### config.mk
export PLATFORM = sky130hd
export DESIGN_NAME = pfsa_front
export DESIGN_NICKNAME = d
export VERILOG_FILES = /design/src/rtl/core/pfsa_pkg.sv /design/src/rtl/core/pfsa_front.sv
export SDC_FILE = /design/constraint.sdc
export NUM_CORES = 1
export LEC_CHECK = 0
export BUFFER_PORTS_ARGS = -buffer_cell sky130_fd_sc_hd__buf_4
export CAP_MARGIN = 15
export CORE_ASPECT_RATIO = 0.8
export CORE_MARGIN = 2
export CORE_UTILIZATION = 40
export CTS_BUF_LIST = sky130_fd_sc_hd__clkbuf_16
export DETAILED_ROUTE_END_ITERATION = 10
export GPL_ROUTABILITY_DRIVEN = 0
export GPL_TIMING_DRIVEN = 0
export PLACE_DENSITY = 0.66
export SLEW_MARGIN = 5
export SYNTH_ARGS = -nofsm -noshare
export SYNTH_HDL_FRONTEND = slang
export SYNTH_SLANG_ARGS = --single-unit
### constraint.sdc
create_clock -name clk_i -period 4.59 [get_ports clk_i]
set_input_delay 0.918 -clock clk_i [delete_from_list [all_inputs] [get_ports clk_i]]
set_output_delay 0.918 -clock clk_i [all_outputs]
set_load 0.01 [all_outputs]
### src/rtl/core/pfsa_pkg.sv
// shared types and constants for the page free-stack allocator
// no dependencies
package pfsa_pkg;

  localparam int unsigned PagesDefault = 1024;
  localparam int unsigned AddrW  = 32;
  localparam int unsigned GrainW = 25;
  localparam int unsigned CountW = 11;
  localparam int unsigned IdxW   = 10;
  localparam int unsigned StatW  = 3;

  localparam logic [1:0] RegBase  = 2'd0;
  localparam logic [1:0] RegGrain = 2'd1;
  localparam logic [1:0] RegCount = 2'd2;

  typedef enum logic [StatW-1:0] {
    StOk        = 3'd0,
    StNoFree    = 3'd1,
    StDoubleAlc = 3'd2,
    StRange     = 3'd3,
    StDoubleFre = 3'd4
  } status_e;

  // front-end classified request
  typedef struct packed {
    logic             is_free;
    logic             range_ok;
    logic [AddrW-1:0] offset;
  } req_t;

endpackage

### src/rtl/core/pfsa_front.sv
// front end: takes commands, checks free addresses against the region
// depends on pfsa_pkg
module pfsa_front (
  input  logic                          clk_i,
  input  logic                          rst_ni,
  input  logic                          push_i,
  output logic                          full_o,
  input  logic                          command_i,
  input  logic [pfsa_pkg::AddrW-1:0]    address_i,
  input  logic [pfsa_pkg::AddrW-1:0]    base_i,
  input  logic [pfsa_pkg::GrainW-1:0]   grain_i,
  input  logic [pfsa_pkg::CountW-1:0]   live_i,
  output logic                          q_valid_o,
  input  logic                          q_pop_i,
  output pfsa_pkg::req_t                q_req_o
);
  import pfsa_pkg::*;

  // region size as live*grain; 11x25 product fits one multiplier
  logic [GrainW+CountW-1:0] span;
  logic                     in_range;
  req_t                     req_in;
  req_t                     fifo_q [2];
  logic                     wr_q, rd_q;
  logic [1:0]               cnt_q;

  assign span = GrainW'(grain_i) * live_i;

  // compare offset against span without wrap
  always_comb begin
    in_range = (grain_i != '0) && (address_i >= base_i) &&
               ({4'd0, address_i - base_i} < span);
    req_in.is_free  = command_i;
    req_in.range_ok = in_range;
    req_in.offset   = address_i - base_i;
  end

  assign full_o    = cnt_q == 2'd2;
  assign q_valid_o = cnt_q != 2'd0;
  assign q_req_o   = fifo_q[rd_q];

  // two-entry queue to the back end
  always_ff @(posedge clk_i or negedge rst_ni) begin
    if (!rst_ni) begin
      wr_q  <= 1'b0;
      rd_q  <= 1'b0;
      cnt_q <= 2'd0;
    end else begin
      if (push_i && !full_o) wr_q <= ~wr_q;
      if (q_pop_i && q_valid_o) rd_q <= ~rd_q;
      cnt_q <= cnt_q + 2'(push_i && !full_o) - 2'(q_pop_i && q_valid_o);
    end
  end

  always_ff @(posedge clk_i) begin
    if (push_i && !full_o) fifo_q[wr_q] <= req_in;
  end

endmodule

; ---- Word level (Yosys, flattened, before mapping)
; Memory sizes are Yosys's and may differ from the RTL's.
; Index checks and enable logic that the tools add are counted.
[totals]
out_inout_bits = 36
register_bits = 4
mem_count = 1
elab_cells = 22
ram_bits = 68
in_bits = 105
[classes]
mul = 1
n_mux = 2
n_addsub = 3
bitwise = 2
order_cmp = 2
reduce_logical = 7
eq_ne = 1
[memory_table]
columns = name, words, width, rd, rd_clocked_by_memory_dff, wr, line
row1 = fifo_q, 2, 34, 1, 0, 1, pfsa_front.sv:23  ; req_t fifo_q [2];
[op_table]
columns = cell, n
row1 = $lt 32x36->1, 1
row2 = $mul 25x11->36, 1
row3 = $ge 32x32->1, 1
row4 = $sub 32x32->32, 1
row5 = $reduce_bool 25->1, 1
row6 = $logic_and 1x1->1, 4
row7 = $add 2x1->2, 1
row8 = $eq 2x2->1 const B, 1
row9 = $mux 1, 2
row10 = $not 1->1, 2
row11 = $reduce_bool 2->1, 1
row12 = $sub 2x1->2, 1
row13 = $logic_not 1->1, 1

; ---- Depth between registers and ports, before layout
; Gate-level depths: netlist of run 1.
[logic_depth]
ltp_word = 5
mapped_depth = 31
mapped_depth_nobuf = 29

; ---- Least setup slack after synthesis of run 1
; OpenSTA, ideal clock, no wires.
[synth_path]
path_kind = input -> register
startpoint = input live_i[4] (netlist name)
endpoint = memory fifo_q[0][32] (netlist name) (data pin)
arrival_ns = 7.999
required_ns = 4.326
setup_slack_ns = -3.674
path_stages = 30
setup_ns = 0.264
path_cell_list = clkbuf_1 -> clkbuf_1 -> nand2_1 -> fa_1 -> fa_1 -> fa_1 -> inv_1 -> fa_1 -> inv_1 -> fa_1 -> inv_1 -> ha_1 -> clkbuf_1 -> nand4_1 -> nor4_1 -> nor2_1 -> a21o_1 -> a2111oi_0 -> or2_2 -> a31oi_1 -> xor2_1 -> ha_1 -> and4_1 -> and2_1 -> a221oi_1 -> a221o_1 -> nor3_1 -> nand4_1 -> or4_1 -> o311a_1
[synth_between]
elab_chain_cells = 3
[synth_rtl]
columns = item, line
row1 = from (decl), pfsa_front.sv:12  ; input logic [pfsa_pkg::CountW-1:0] live_i,
row2 = $mul 25x11->36, pfsa_front.sv:27  ; assign span = GrainW'(grain_i) * live_i;
row3 = $lt 32x36->1, pfsa_front.sv:32  ; ({4'd0, address_i - base_i} < span);
row4 = $logic_and 1x1->1, pfsa_front.sv:31  ; in_range = (grain_i != '0) && (address_i >= base_i) &&
row5 = via in_range, pfsa_front.sv:21  ; logic in_range;
row6 = to (decl), pfsa_front.sv:23
; The timed path passes the listed nets, and every way through them passes these cells.

; ---- Worst setup path after layout of run 1
[layout_path]
startpoint = input live_i[9] (netlist name)
endpoint = memory fifo_q[1][32] (netlist name) (data pin)
; The elaborated chain is that of the path after synthesis.

==> out/metrics.cfg, run 1 <==
[status]
status=complete, but fails checks
failed_checks=negative setup slack

[synthesis]
muxShareOfSynthArea_pct=2.97
yosys.area_share.simple_pct=16.8
async_flop_share_pct=5.56
seq_area_frac_synth_pct=15.2
yosysUniqueCellTypes=76
postSynthNetCount=2006
ys_ff_latch=72
synth-edff-count=68
synth_cells=1555
synthFlopType=edfxtp_1
yosys_warnings=0
synth_top_family_by_area=adder cells
post_synth_xor_area_fraction_pct=3.68
synth.avg_cell_area_um2=9.03
synth_fa_ha_area_share_pct=41.9
synth_compound_area_share_pct=10.3
syn_area_um2=14000

[drt]
vias=11679
firstDrtPassIters=5
wirelength_um=38000
antenna_left=0
initialDrtViolationCount=887
drcViolationCount=0
wl_per_cell_um=17.2
vias_per_cell=5.28

[layout]
fin_nets=2186
stdcell_area_um2=16900
final_cells=2212
syn_to_final_growth_pct=20.2
n_antenna_cell=0
drive_above_1_share_pct=19.0

[critical_path]
crit_slowest_cell=fa_1
critPathKind=input port to flip-flop
crit_family=adder cells
crit_buf_inv=6
cp.depth=30
r2r_slack_ns=2.88
rr_endpoint=rd_q
rr_worst_depth=3
max_stage_delay_ns=0.56
worstPathArrival_ns=8.04
path_max_fanout=10
cp-start-kind=input port
critical_path_required_ns=4.67
path_common_cell=fa_1
rr_startpoint=rd_q
crit_path_end_kind=flip-flop

[timing]
slew_viol_final=0
setup_viol=2
max_freq_mhz=126
finalWorstSetupSlack_ns=-3.37
max-slew-margin-rel_pct=42.8
skew_ns=0.00758
hold_slack_ns=0.374
finalHoldViolations=0
worst_slew_pin_slew_ns=0.858
fin_crit_sh_pct=173
fin_crit_ns=7.96
rsz0062_at_grt=yes

[clocking]
cts.sinks=72
cts_buffer_depth=2
ctsHoldBuffers=0
cts_tree=yes
htree_levels=3
clkTransAtPathRegs_ns=0.06
root_buffer=clkbuf_16
clk_latency_ns=0.34
cts_buffers=9

[die]
ios=141
fp.dieArea_um2=36600
fp.dieH_um=172
design.core.area_um2=34700
fp.dieW_um=214
rows=61
start_util_pct=40.5

[min_path]
hp-class=input port to async pin

[power]
p_per_area_nw_per_um2=792
p_seq_share_pct=7.4
power_frac_comb_pct=87.4
p_sw_share_pct=51.2
p_leak_nw=7.89
vdd_drop_max_mv=0.645
p_sw_w=0.00685
clock_power_share_pct=5.2
internal-power_w=0.00652

[global_routing]
grt_max_degree=35
overflow=0
grtUsageTotal_pct=21.5
antenna_found_initial=0
grt_pass1_wl_um=61800
grt_pass1_vias=11884

[placement]
dpl.cell_count=2167
io_buffers=139
dpl_cell_area_um2=15900
place_hpwl_um=31000

[flow_run]
maxCapViolations=0

repair_timing:
action	CTS	global route
endpoints found under the setup margin	2	2
buffers inserted	26	4
resized for setup	104	29
pin swaps	32	9
worst max-delay path by stage:
stage / start / end
floorplan: grain_i[3] / fifo_q[0][32]
global placement: grain_i[18] / fifo_q[0][32]
detailed placement: grain_i[18] / fifo_q[1][32]
CTS: grain_i[4] / fifo_q[1][32]
global route: live_i[2] / fifo_q[1][32]
finish: live_i[9] / fifo_q[1][32]
layer usage:
| layer | track usage (%) | wire length, um | up-vias |
|---|---|---|---|
| met2 | 35.6 | 17900 | 409 |
| met4 | 4.26 | 663 | 0 |
| met5 | 0 | 0 | - |
| met3 | 4.11 | 2830 | 53 |
| met1 | 29.5 | 16600 | 5789 |
| li1 | - | - | 5428 |
power groups by stage:
stage | sequential [W] | combinational, W | clock (W)
after floorplan | 0.000998 | 0.00810 | 0
final | 0.000996 | 0.0117 | 0.000689
after CTS | 0.000998 | 0.0116 | 0.000701
after global placement | 0.00101 | 0.0105 | 0
after global routing | 0.00101 | 0.0132 | 0.000733
after detailed placement | 0.00101 | 0.0107 | 0
cell usage after synthesis (all sizes together) (3+ instances only):
cell type | instances | share of area [%]
o21bai | 6 | 0.32
mux2 | 35 | 2.8
fa | 207 | 29
buf | 11 | 0.43
nand4b | 3 | 0.19
a21o | 24 | 1.3
or4 | 3 | 0.16
a31oi | 8 | 0.36
and2 | 110 | 4.9
a2111oi | 3 | 0.19
o21a | 5 | 0.27
nor3 | 18 | 0.64
a41oi | 4 | 0.25
a31o | 4 | 0.25
a21oi | 76 | 2.7
a211oi | 9 | 0.57
and4 | 5 | 0.33
inv | 266 | 7.1
nor2b | 7 | 0.31
o221ai | 3 | 0.19
o21ai | 51 | 1.8
a221oi | 4 | 0.25
xnor2 | 30 | 1.9
nand2b | 5 | 0.22
nand3 | 17 | 0.69
dfrtp | 4 | 0.71
clkbuf | 61 | 1.6
xor2 | 29 | 1.8
nor2 | 43 | 1.1
or2 | 4 | 0.18
o211ai | 7 | 0.41
ha | 139 | 12
edfxtp | 68 | 15
nand4 | 19 | 0.85
a221o | 3 | 0.22
o31ai | 3 | 0.16
nand2 | 220 | 5.9
and3 | 8 | 0.37
nor4 | 7 | 0.31
registers in the layout, summed over array words and instances, names as in the netlist:
name / flops
fifo_q: 68
cnt_q: 2
rd_q: 1
wr_q: 1
cell families (layout without fill, tap and decap cells):
group                    Yosys count  after routing
buffers and inverters            338            523
multiplexers                      37             37
flip-flops                        72             72
AND/OR/NAND/NOR                  479            479
adder cells (fa/ha/maj)          346            346
XOR/XNOR                          59             59
AO/OA/AOI/OAI                    224            224
layout by cell type (no fill, tap or decap), types with 20 or more instances in the layout:
master	n
o21ai_0	41
xor2_1	29
ha_1	134
and2_1	105
fa_1	203
inv_1	260
clkbuf_16	20
a21o_1	20
mux2_2	34
xnor2_1	30
buf_4	162
edfxtp_1	68
nor2_1	42
nand2_1	211
a21oi_1	74
stage by stage:
step | TNS, ns | util (%) | worst slack [ns] | power (W)
2_1_floorplan | -6.07 | - | -3.04 | 0.00910
3_3_place_gp | -8.12 | 45.7 | -4.06 | 0.0115
3_5_place_dp | -8.35 | 45.8 | -4.18 | 0.0117
4_1_cts | -6.64 | 48.5 | -3.32 | 0.0133
5_1_grt | -7.24 | 48.7 | -3.62 | 0.0150
6_report | -6.74 | 48.7 | -3.37 | 0.0134
area by class of cell:
| cell class | instances | area [um^2] |
|---|---|---|
| Sequential cell | 72 | 2140 |
| Clock buffer | 9 | 225 |
| Buffer | 71 | 696 |
| Multi-Input combinational cell | 1145 | 10800 |
| Tap cell | 472 | 591 |
| Timing Repair Buffer | 170 | 1350 |
| Fill cell | 3342 | 17800 |
| Clock inverter | 7 | 71.3 |
| Inverter | 266 | 998 |
Note: power is estimated with default switching activity, not from simulation.
==> inputs of run 2 (changes only) <==
--- a/config.mk
+++ b/config.mk
@@ -7,6 +7,8 @@
 export LEC_CHECK = 0
 export BUFFER_PORTS_ARGS = -buffer_cell sky130_fd_sc_hd__buf_4
 export CAP_MARGIN = 15
+export CELL_PAD_IN_SITES_DETAIL_PLACEMENT = 1
+export CELL_PAD_IN_SITES_GLOBAL_PLACEMENT = 2
 export CORE_ASPECT_RATIO = 0.8
 export CORE_MARGIN = 2
 export CORE_UTILIZATION = 40
@@ -14,7 +16,7 @@
 export DETAILED_ROUTE_END_ITERATION = 10
 export GPL_ROUTABILITY_DRIVEN = 0
 export GPL_TIMING_DRIVEN = 0
-export PLACE_DENSITY = 0.66
+export PLACE_DENSITY = 0.94
 export SLEW_MARGIN = 5
 export SYNTH_ARGS = -nofsm -noshare
 export SYNTH_HDL_FRONTEND = slang
==> out/metrics.cfg, run 2 (same netlist as run 1, synthesis figures left out) <==
[status]
failed_checks=negative setup slack
status=complete, but fails checks

[timing]
max-slew-margin-rel_pct=43.9  ; +1.2 points
setup_viol=2  ; unchanged
fin_crit_ns=8.03  ; +0.0669 ns
skew_ns=0.00483  ; -0.00275 ns
max_freq_mhz=125  ; -0.83%
worst_slew_pin_slew_ns=0.841  ; -0.0174 ns
finalHoldViolations=0  ; unchanged
slew_viol_final=0  ; unchanged
finalWorstSetupSlack_ns=-3.44  ; -0.0669 ns
rsz0062_at_grt=yes
fin_crit_sh_pct=175  ; +1.5 points

[drt]
firstDrtPassIters=5  ; unchanged
vias=11763  ; +0.72%
vias_per_cell=5.30  ; +0.45%
drcViolationCount=0  ; unchanged
initialDrtViolationCount=618  ; -30%
wirelength_um=43300  ; +14%
antenna_left=0  ; unchanged
wl_per_cell_um=19.5  ; +14%

[power]
p_per_area_nw_per_um2=811  ; +2.4%
p_leak_nw=7.95  ; +0.84%
total_power_w=0.0139  ; +3.6%
vdd_drop_max_mv=0.612  ; -5.1%

[critical_path]
crit_buf_inv=7  ; +1
crit_family=adder cells
path_common_cell=fa_1
critPathKind=input port to flip-flop
critical_path_required_ns=4.67  ; about the same
cp-start-kind=input port
max_stage_delay_ns=0.59  ; +0.03 ns
path_max_fanout=8  ; -2
crit_path_end_kind=flip-flop
worstPathArrival_ns=8.10  ; +0.06 ns
crit_slowest_cell=fa_1

[layout]
stdcell_area_um2=17100  ; +1.1%
largest_reg_flops=68  ; unchanged
fin_nets=2192  ; +0.27%
syn_to_final_growth_pct=21.6
n_antenna_cell=0  ; unchanged
post-route-util_pct=49.3  ; +0.56 points
final_common_cell=inv_1
final_cell_mix=255 x inv_1, 213 x nand2_1, 197 x fa_1, 162 x buf_4, 133 x ha_1
fill_cells=4067  ; +22%
drive_above_1_share_pct=20.3  ; +1.4 points
regMostFlops=fifo_q
biggestRegsByFlops=fifo_q: 68 flops, cnt_q: 2 flops

[clocking]
cts_buffers=9  ; unchanged
htree_levels=3  ; unchanged
cts_tree=yes
cts_buffer_depth=2  ; unchanged
ctsHoldBuffers=0  ; unchanged
cts.sinks=72  ; unchanged
root_buffer=clkbuf_16
clk_latency_ns=0.33  ; about the same
clkTransAtPathRegs_ns=0.06  ; about the same

[global_routing]
grt_pass1_vias=13019  ; +9.6%
grt_max_degree=35  ; unchanged
grt_pass1_wl_um=68400  ; +11%
antenna_found_initial=2  ; +2
grtUsageTotal_pct=24.1  ; +2.6 points
overflow=0  ; unchanged

[die]
start_util_pct=40.5  ; unchanged
rows=61  ; unchanged
fp.dieH_um=172  ; unchanged
fp.dieW_um=214  ; unchanged
fp.dieArea_um2=36600  ; unchanged
design.core.area_um2=34700  ; unchanged
ios=141  ; unchanged

[flow_run]
maxCapViolations=0  ; unchanged

[placement]
dpl_cell_area_um2=15900  ; unchanged
io_buffers=139  ; unchanged
place_hpwl_um=35000  ; +13%

[min_path]
hp-class=input port to async pin

run 2: cell count changes in the layout (fill, tap and decap cells not counted), moves of 3 or more:
cell     before  now
buf_12        2   10
fa_1        203  197
fa_2          4   10
inv_1       260  255
inv_2         6   11
and2_1      105  102
and2_4        5    8
nand2_2       7    4
run 2: per-layer routing:
| metal | global-route usage, % | vias up | part of all wire (%) |
|---|---|---|---|
| met4 | 4.65 | 0 | 1.5 |
| met5 | 0 | - | 0 |
| met1 | 31.1 | 6018 | 43 |
| li1 | - | 5409 | - |
| met2 | 41.9 | 294 | 49 |
| met3 | 5.26 | 42 | 6.1 |
run 2: final cells by class:
class	instances	area, um^2	area share [%]
multi-input cells	1145	10900	63.8
inverters	266	998	5.85
clock buffers	9	225	1.32
well taps	472	591	3.46
clock inverters	7	62.6	0.366
repair buffers	178	1500	8.79
flip-flops and latches	72	2140	12.5
plain buffers	69	671	3.93
run 2: per-stage QoR:
step                      hold WS, ns  worst slack (ns)  cells  TNS, ns
after floorplan                 0.460             -3.04   1555    -6.07
after CTS                       0.364             -3.38   2199    -6.76
final                           0.377             -3.44   2218    -6.87
after global routing            0.362             -3.65   2218    -7.30
after global placement          0.475             -4.15   2166    -8.30
after detailed placement        0.532             -4.30   2167    -8.60
run 2: what timing repair did:
action                                  CTS  global route
setup buffers                            16            21
endpoints found under the setup margin    2             2
gates cloned                              0             1
pin swaps                                20            30
resized for setup                        85            90
hold endpoints to repair                  0             0
run 2: worst paths after layout:
check	from	endpoint	slack, ns	cells after the start
worst max-delay path	live_i[4]	fifo_q[1][32]	-3.44	30
worst min-delay path	rst_ni	wr_q	0.38	1
worst max register to register	cnt_q[1]	cnt_q[1]	2.89	6
worst min register to register	cnt_q[0]	cnt_q[0]	0.53	1
max in group asynchronous	rst_ni	rd_q	4.11	1
min in group clk_i	cnt_q[0]	cnt_q[0]	0.53	1
run 2: power by group:
| group | internal [W] | switching, W |
|---|---|---|
| clock network | 0.000415 | 0.000270 |
| registers | 0.000954 | 0.0000468 |
| logic | 0.00525 | 0.00691 |
==> inputs of run 3 (changes only) <==
--- a/config.mk
+++ b/config.mk
@@ -10,9 +10,8 @@
 export CELL_PAD_IN_SITES_DETAIL_PLACEMENT = 1
 export CELL_PAD_IN_SITES_GLOBAL_PLACEMENT = 2
 export CORE_ASPECT_RATIO = 0.8
-export CORE_MARGIN = 2
+export CORE_MARGIN = 3
 export CORE_UTILIZATION = 40
-export CTS_BUF_LIST = sky130_fd_sc_hd__clkbuf_16
 export DETAILED_ROUTE_END_ITERATION = 10
 export GPL_ROUTABILITY_DRIVEN = 0
 export GPL_TIMING_DRIVEN = 0
==> out/metrics.cfg, run 3 (same netlist as run 1, synthesis figures left out) <==
[status]
status=complete, but fails checks
failed_checks=negative setup slack

[layout]
n_antenna_cell=0  ; unchanged
largest_reg_flops=68  ; unchanged
fill_cells=3941  ; -3.1%
final_common_cell=inv_1
final_cell_mix=252 x inv_1, 213 x nand2_1, 201 x fa_1, 160 x buf_4, 130 x ha_1
syn_to_final_growth_pct=20.9
regMostFlops=fifo_q
register_area_um2=2140  ; unchanged
biggestRegsByFlops=fifo_q: 68 flops, cnt_q: 2 flops
drive_above_1_share_pct=19.6  ; -0.69 points
fin_nets=2182  ; -0.46%
stdcell_area_um2=17000  ; -0.56%
multi_input_area_um2=10900  ; about the same

[drt]
antenna_left=0  ; unchanged
drcViolationCount=0  ; unchanged
vias=11669  ; -0.80%
firstDrtPassIters=5  ; unchanged
vias_per_cell=5.30  ; about the same
wirelength_um=43100  ; -0.35%
initialDrtViolationCount=743  ; +20%
wl_per_cell_um=19.6  ; +0.42%

[power]
vdd_drop_max_mv=0.680  ; +11%
p_per_area_nw_per_um2=833  ; +2.7%
p_leak_nw=7.89  ; -0.79%

[timing]
fin_crit_sh_pct=174  ; -0.98 points
rsz0062_at_grt=yes
worst_slew_pin_slew_ns=0.866  ; +0.0254 ns
skew_ns=0.00264  ; -0.00219 ns
finalWorstSetupSlack_ns=-3.39  ; +0.0450 ns
fin_crit_ns=7.98  ; -0.0450 ns
setup_viol=2  ; unchanged
max-slew-margin-rel_pct=42.2  ; -1.7 points
finalHoldViolations=0  ; unchanged
tns_ns=-6.78  ; +0.0899 ns
max_freq_mhz=125  ; +0.56%
hold_slack_ns=0.374  ; -0.00275 ns
slew_viol_final=0  ; unchanged

[die]
ios=141  ; unchanged
fp.dieArea_um2=37400  ; +2.1%
fp.dieH_um=174  ; +1.2%
rows=60  ; -1.6%
fp.dieW_um=216  ; +0.94%
start_util_pct=41.1  ; +0.59 points
design.core.area_um2=34200  ; -1.4%

[critical_path]
r2r_slack_ns=2.89  ; about the same
worstPathArrival_ns=8.06  ; -0.04 ns
path_max_fanout=7  ; -1
cp-start-kind=input port
critical_path_required_ns=4.67  ; about the same
crit_path_end_kind=flip-flop
crit_slowest_cell=fa_1
path_common_cell=fa_1
critPathKind=input port to flip-flop
rr_startpoint=cnt_q[1]
crit_buf_inv=4  ; -3
crit_family=adder cells
rr_endpoint=fifo_q[1][30]
max_stage_delay_ns=0.60  ; about the same
rr_worst_depth=2  ; -4

[global_routing]
grt_pass1_wl_um=68500  ; +0.13%
grtUsageTotal_pct=22.9  ; -1.2 points
grt_pass1_vias=12976  ; -0.33%
overflow=0  ; unchanged
antenna_found_initial=0  ; -2
grt_max_degree=35  ; unchanged

[clocking]
cts_buffers=9  ; unchanged
cts_tree=yes
clkTransAtPathRegs_ns=0.05  ; about the same
root_buffer=clkbuf_16
clk_latency_ns=0.34  ; about the same
cts_buffer_depth=2  ; unchanged
cts.sinks=72  ; unchanged
htree_levels=3  ; unchanged

[min_path]
hp-class=input port to async pin

[flow_run]
maxCapViolations=0  ; unchanged

[placement]
pre_cts_ws_ns=-4.40  ; -0.0942 ns
place_hpwl_um=35300  ; +0.70%
dpl_cell_area_um2=15900  ; about the same
io_buffers=139  ; unchanged

==> run 3: cell type report <==
type | count | share of cell area [%]
sequential | 72 | 12.6
buffer | 70 | 4.26
clock inverter | 5 | 0.280
inverter | 266 | 5.88
multi-input combinational | 1145 | 64.2
tap | 465 | 3.43
timing repair buffer | 167 | 8.01
clock buffer | 11 | 1.37
==> run 3: per-layer routing <==
layer / vias up / global-route usage, % / wire (um)
li1: 5396 / - / -
met4: 0 / 4.27 / 730
met3: 46 / 5.57 / 2740
met1: 5939 / 29.2 / 18200
met5: - / 0 / 0
met2: 288 / 40.1 / 21400
==> run 3: how the worst max path moves through the flow <==
stage | depth (start not counted) | end | start
after floorplan | 30 | fifo_q[0][32] | grain_i[3]
after global placement | 26 | fifo_q[0][32] | grain_i[18]
after detailed placement | 26 | fifo_q[0][32] | grain_i[18]
after CTS | 31 | fifo_q[1][32] | live_i[6]
after global routing | 30 | fifo_q[1][32] | live_i[4]
final | 28 | fifo_q[1][32] | live_i[10]
==> run 3: where the power goes <==
group	internal (W)	switching, W
Sequential	0.000954	0.0000468
Clock	0.000415	0.000259
Combinational	0.00538	0.00710
==> run 3: worst register-to-register path, delay by kind of cell, from the launching register on <==
| kind | cells | cell delay [ns] |
|---|---|---|
| flip-flops | 1 | 0.40 |
| AND/OR/NAND/NOR | 2 | 0.89 |
==> run 3: per-stage QoR <==
stage | util (%) | std cells | power [W]
finish | 49.7 | 2201 | 0.0142
CTS | 48.8 | 2189 | 0.0135
global placement | 46.3 | 2159 | 0.0116
detailed placement | 46.4 | 2160 | 0.0122
global route | 49.7 | 2201 | 0.0156
floorplan | - | 1555 | 0.00910
==> run 3: timing repair <==
| action | CTS | global route |
|---|---|---|
| endpoints found under the setup margin | 2 | 2 |
| pin swaps | 20 | 42 |
| setup buffers | 14 | 11 |
| hold endpoints to repair | 0 | 0 |
| gates cloned | 0 | 2 |
| hold buffers | 0 | 0 |
| gates resized for setup | 98 | 73 |
